**src/rtl/bhts_pkg.sv**
```systemverilog
// Shared types, constants and helper functions for the bucketed hash table store.
// Used by the top level, the controller and the datapath; no dependencies of its own.
package bhts_pkg;

  // Default sizing.
  localparam int BUCKET_COUNT_DEF    = 128;
  localparam int WAYS_PER_BUCKET_DEF = 4;

  // Field widths of the words on both channels.
  localparam int KEY_W    = 64;
  localparam int WORD_W   = 64;
  localparam int STATUS_W = 3;

  // Request kinds.
  localparam logic KIND_STORE = 1'b0;
  localparam logic KIND_FETCH = 1'b1;

  // Result status codes.
  localparam logic [STATUS_W-1:0] ST_INSERTED = 3'd0;
  localparam logic [STATUS_W-1:0] ST_UPDATED  = 3'd1;
  localparam logic [STATUS_W-1:0] ST_FULL     = 3'd2;
  localparam logic [STATUS_W-1:0] ST_FOUND    = 3'd3;
  localparam logic [STATUS_W-1:0] ST_MISSING  = 3'd4;

  // Controller to datapath.
  typedef struct packed {
    logic accept;      // latch request, read fill count
    logic scan_start;  // latch fill count, read way 0
    logic hit_latch;   // key matched at current way
    logic next_way;    // advance to next way, read it
    logic commit;      // write back and load result register
  } cmd_t;

  // Datapath to controller.
  typedef struct packed {
    logic used_zero;   // bucket empty
    logic key_match;   // key read back equals request key
    logic last_way;    // current way is the last one in use
    logic out_free;    // result register can take a word this cycle
  } stat_t;

  // First key byte to bucket index: counts up and wraps at the bucket count,
  // evaluated at elaboration so the hardware is a constant lookup.
  function automatic logic [255:0][7:0] bucket_lut(int count);
    logic [255:0][7:0] lut;
    int                rem;
    rem = 0;
    for (int v = 0; v < 256; v++) begin
      lut[v] = 8'(rem);
      rem++;
      if (rem == count) begin
        rem = 0;
      end
    end
    return lut;
  endfunction

endpackage

```
**src/rtl/bhts_ctrl.sv**
```systemverilog
// Sequencing state machine for the bucketed hash table store.
// Depends on bhts_pkg (command and status structs).
module bhts_ctrl (
  input  logic            clk_i,
  input  logic            rst_ni,
  input  logic            in_valid_i,
  output logic            in_stall_o,
  input  bhts_pkg::stat_t stat_i,
  output bhts_pkg::cmd_t  cmd_o
);

  typedef enum logic [3:0] {
    S_IDLE   = 4'b0001,
    S_COUNT  = 4'b0010,
    S_SCAN   = 4'b0100,
    S_FINISH = 4'b1000
  } state_e;

  state_e state_q, state_d;

  always_comb begin
    state_d = state_q;
    cmd_o   = '0;
    unique case (state_q)
      S_IDLE: begin
        if (in_valid_i) begin
          cmd_o.accept = 1'b1;
          state_d      = S_COUNT;
        end
      end
      S_COUNT: begin
        cmd_o.scan_start = 1'b1;
        state_d          = stat_i.used_zero ? S_FINISH : S_SCAN;
      end
      S_SCAN: begin
        priority if (stat_i.key_match) begin
          cmd_o.hit_latch = 1'b1;
          state_d         = S_FINISH;
        end else if (stat_i.last_way) begin
          state_d = S_FINISH;
        end else begin
          cmd_o.next_way = 1'b1;
        end
      end
      S_FINISH: begin
        if (stat_i.out_free) begin
          cmd_o.commit = 1'b1;
          state_d      = S_IDLE;
        end
      end
      default: begin
        state_d = S_IDLE;
      end
    endcase
  end

  always_ff @(posedge clk_i or negedge rst_ni) begin
    if (!rst_ni) begin
      state_q <= S_IDLE;
    end else begin
      state_q <= state_d;
    end
  end

  assign in_stall_o = (state_q != S_IDLE);

endmodule

```
**config.mk**
```make
export PLATFORM = sky130hd
export DESIGN_NAME = bhts_ctrl
export DESIGN_NICKNAME = d
export VERILOG_FILES = /design/src/rtl/bhts_pkg.sv /design/src/rtl/bhts_ctrl.sv
export SDC_FILE = /design/constraint.sdc
export NUM_CORES = 1
export LEC_CHECK = 0
export BUFFER_PORTS_ARGS = -buffer_cell sky130_fd_sc_hd__clkbuf_2
export CAP_MARGIN = 20
export CORE_AREA = 3 3 40 42
export DETAILED_ROUTE_END_ITERATION = 12
export DIE_AREA = 0 0 43 45
export SYNTH_ARGS = -nofsm -noshare
export SYNTH_HDL_FRONTEND = slang
export SYNTH_SLANG_ARGS = --single-unit
```
**constraint.sdc**
```tcl
create_clock -name clk_i -period 2.25 [get_ports clk_i]
set_clock_uncertainty 0.05 [all_clocks]
set_input_delay 0.1125 -clock clk_i [delete_from_list [all_inputs] [get_ports clk_i]]
set_output_delay 0.1125 -clock clk_i [all_outputs]
set_load 0.02 [all_outputs]
```
# Word-level counts from Yosys, hierarchy flattened
# Index checks and enable logic that the tools add are counted.
# word_totals
wordCells,25
ff_bits,4
# classes
n_mux,15
n_eq_ne,8
reduce_logical,1
# ops
operator,n
two-way mux 4 bit,5
case mux 4 bit (4 select lines),1
two-way mux 1 bit,8
"equality test 4 x 1 -> 1 bit, second input constant",1
"equality test 4 x 2 -> 1 bit, second input constant",1
"equality test 4 x 3 -> 1 bit, second input constant",1
"equality test 4 bit, second input constant",1
"inequality test 2 bit, second input constant",2
"inequality test 4 x 1 -> 1 bit, second input constant",1
"inequality test 3 bit, second input constant",1
AND reduction 3 bit,1
two-way mux 2 bit,1

# Logic depth before layout (Yosys ltp)
# logic_depth
ltp_word,3
ltp_mapped,3
mapped_depth_nobuf,3

# Least setup slack after synthesis
# No wires, ideal clock.
# synth_path
path_kind,register to register
start,reg state_q[3]
end,reg state_q[3]
path_buffers,0
setup_time_ps,68
stages_incl_launch_ff,4
required_ps,2132
arrival_ps,1302
setup_slack_ps,831
cell_sequence,dfrtp_1 > nor4b_2 > a22oi_1 > nand2_1
# synth_between
elab_chain_cells,3
# synth_lines
element,line_no,source
from (decl),bhts_ctrl.sv:19,"state_e state_q, state_d;"
from (signal assigned),bhts_ctrl.sv:61,state_q <= state_d;
"equality test 4 x 3 -> 1 bit, or another cell as far along",bhts_ctrl.sv:24,unique case (state_q)
inequality test 3 bit (no source line) or inequality test 2 bit (tied branches),-,
AND reduction 3 bit (no source line),-,
# Several ways; a longest one is shown, not always the timed one.
# A chain may end at the register's enable or synchronous reset.

==> flow_summary.yaml <==
outcome:
  status: "complete, no violations"
cells_and_area:
  largest-register: "state_q"
  largest_reg_flops: 4
  finish.utilization_pct: 28.92
  syn2layout_area_growth_pct: 44.88
  reg_top3: "state_q x4"
  num-nets-final: 50
  n_antenna_cell: 0
  layout-drive-gt1-share_pct: 45.24
yosys:
  avgSynthCellArea_um2: 10.26
  synth_area_leader_cell: "dfrtp_1"
  synth-edff-count: 0
  ys_async_sr_fraction_pct: 100.0
  synth_nets: 32
  syn_area_um2: 256.5
  netlist_top_cells_area: "dfrtp_1 29%, nor4b_2 12%, dfstp_2 10%"
  seq_area_frac_synth_pct: 39.51
  synth_warnings: 0
  synth.distinct_cells: 16
  synth-seq-cells: 4
  synth_top_cell_area_share_pct: 29.27
  synthTopCellsByCount: "3 x dfrtp_1, 3 x inv_1"
  synth_flop_cell: "dfrtp_1"
  postSynthCellCount: 25
sta:
  fin_tns_setup_ns: 0
  rsz0062_at_grt: "false"
  worst_pin_slew_ns: 0.4210
  maxSlewHeadroom_pct: 71.86
  slew_violations: 0
  setup_viol: 0
  post-route-period-util_pct: 70.62
  fmax_mhz: 629.3
  period_minus_slack_ns: 1.589
  hold_viol: 0
global_routing:
  antenna_found_initial: 0
  grt_pass1_vias: 250
  grt_pass1_wl_um: 959
  grtUsageTotal_pct: 7.018
  overflow: 0
  grt_max_degree: 8
routing:
  route.detailed.drc: 0
  wl_um: 539
  vias: 229
  drtAntennaViolNets: 0
  drt-pass1-iter-count: 2
  avgRoutedWirePerCell_um: 9.456
  drt_iter0_drc: 4
  viasPerCell: 4.018
power_and_ir_drop:
  max-vdd-ir-drop_mv: 0.3819
  power_density_nw_per_um2: 968.3
  leakagePower_nw: 0.1864
floorplanning:
  die_w_um: 43
  initial_core_util_pct: 19.96
  fp.dieArea_um2: 1935
  io-pin-count: 13
  die_y_um: 45
  core-area_um2: 1285
  row_count: 13
clocking:
  htreeDepth: 1
  clock_latency_ns: 0.23
  clk_path_buf_depth: 2
  cts_buffers: 3
  postCtsSetupRepairBufs: 0
  cts_tree: "yes"
  cts_root_buf: "clkbuf_4"
  cts.sinks: 4
  path_clk_slew_ns: 0.04
setup_path:
  criticalPathCategory: "reg -> out"
  worstPathRequired_ns: 2.09
  worst_setup_path_end_kind: "primary output"
  crit_arrival_ns: 1.43
  critPathMaxFanout: 7
  worstSetupStartpointType: "flip-flop"
placed_design:
  hpwl_um: 446.5
  globalplace.congestion: 0.6759
  portBuffers: 12
job:
  cap_violations: 0
min_path:
  hp-class: "in -> reg"
through the flow:
| stage | setup WS (ns) | cell area (µm²) | power [mW] | hold WS [ns] | instances |
|---|---|---|---|---|---|
| CTS | 0.6425 | 371.6 | 0.3702 | 0.08722 | 57 |
| detailed placement | 0.8962 | 335.3 | 0.2664 | -0.1302 | 52 |
| global route | 0.5209 | 371.6 | 0.3939 | 0.1007 | 57 |
| finish | 0.6610 | 371.6 | 0.3598 | 0.09323 | 57 |
| global placement | 0.9235 | 335.3 | 0.2668 | -0.1291 | 52 |
| floorplan | 0.8307 | 256.5 | 0.2176 | -0.2331 | 25 |
power breakdown:
part / switching, mW / internal [mW]
registers: 0.0341 / 0.0990
logic: 0.0725 / 0.0583
clock network: 0.0293 / 0.0665
worst paths after layout:
kind                            startpoint         end  slack (ns)  cells past startpoint
worst max-delay path            state_q[1]    cmd_o[1]        0.66                      3
min in group asynchronous           rst_ni  state_q[3]        0.16                      2
worst min register to register  state_q[0]  state_q[0]        0.52                      2
max in group asynchronous           rst_ni  state_q[0]        1.78                      2
worst min-delay path             stat_i[1]  state_q[3]        0.09                      3
worst max register to register  state_q[3]  state_q[3]        1.01                      3
layout by cell type (no fill, tap or decap):
master	Yosys	layout
dfrtp_1	3	3
nand3b_1	1	1
clkbuf_1	0	1
dfstp_2	1	1
and2_1	2	2
clkbuf_2	0	12
inv_1	3	3
a22oi_1	1	1
dlygate4sd3_1	0	1
or3b_1	1	1
and4b_1	2	2
a21o_1	1	1
nor2_1	2	2
o21ai_0	2	2
nand2_1	1	1
clkbuf_4	0	3
nor3b_2	1	1
a211oi_1	1	1
nor4b_1	1	1
nor4b_2	2	2
cell families after synthesis:
kind of cell,Yosys count,share of synthesized area [%]
and+or+nand+nor,13,43.42
DFF,4,39.51
buffers and inverters,3,4.390
AOI/OAI and AO/OA,5,12.69
worst max-delay path, cell delays in order (launching register included):
cell and delay (ns):
dfrtp_1 0.42, nor4b_2 0.33, nor3b_2 0.24, clkbuf_2 0.20
timing repair:
action,4_1_cts,5_1_grt
resized for setup,0,0
hold buffers,1,0
endpoints found under the hold margin,4,0
cell type report:
cell class,count,area (µm²)
Fill cell,137,913.4
Multi-Input combinational cell,18,143.9
Sequential cell,4,101.3
Timing Repair Buffer,13,70.07
Clock buffer,4,26.28
Tap cell,15,18.77
Inverter,3,11.26
per-layer routing:
metal	GRT usage (%)	routed length, µm	share of wire [%]	up-vias
met2	8.683	260	48	5
li1	-	-	-	126
met1	8.759	247	46	98
met5	0	0	0	-
met3	2.789	31	5.8	0
met4	7.229	0	0	0
No activity file was read; power rests on OpenSTA's default activity.
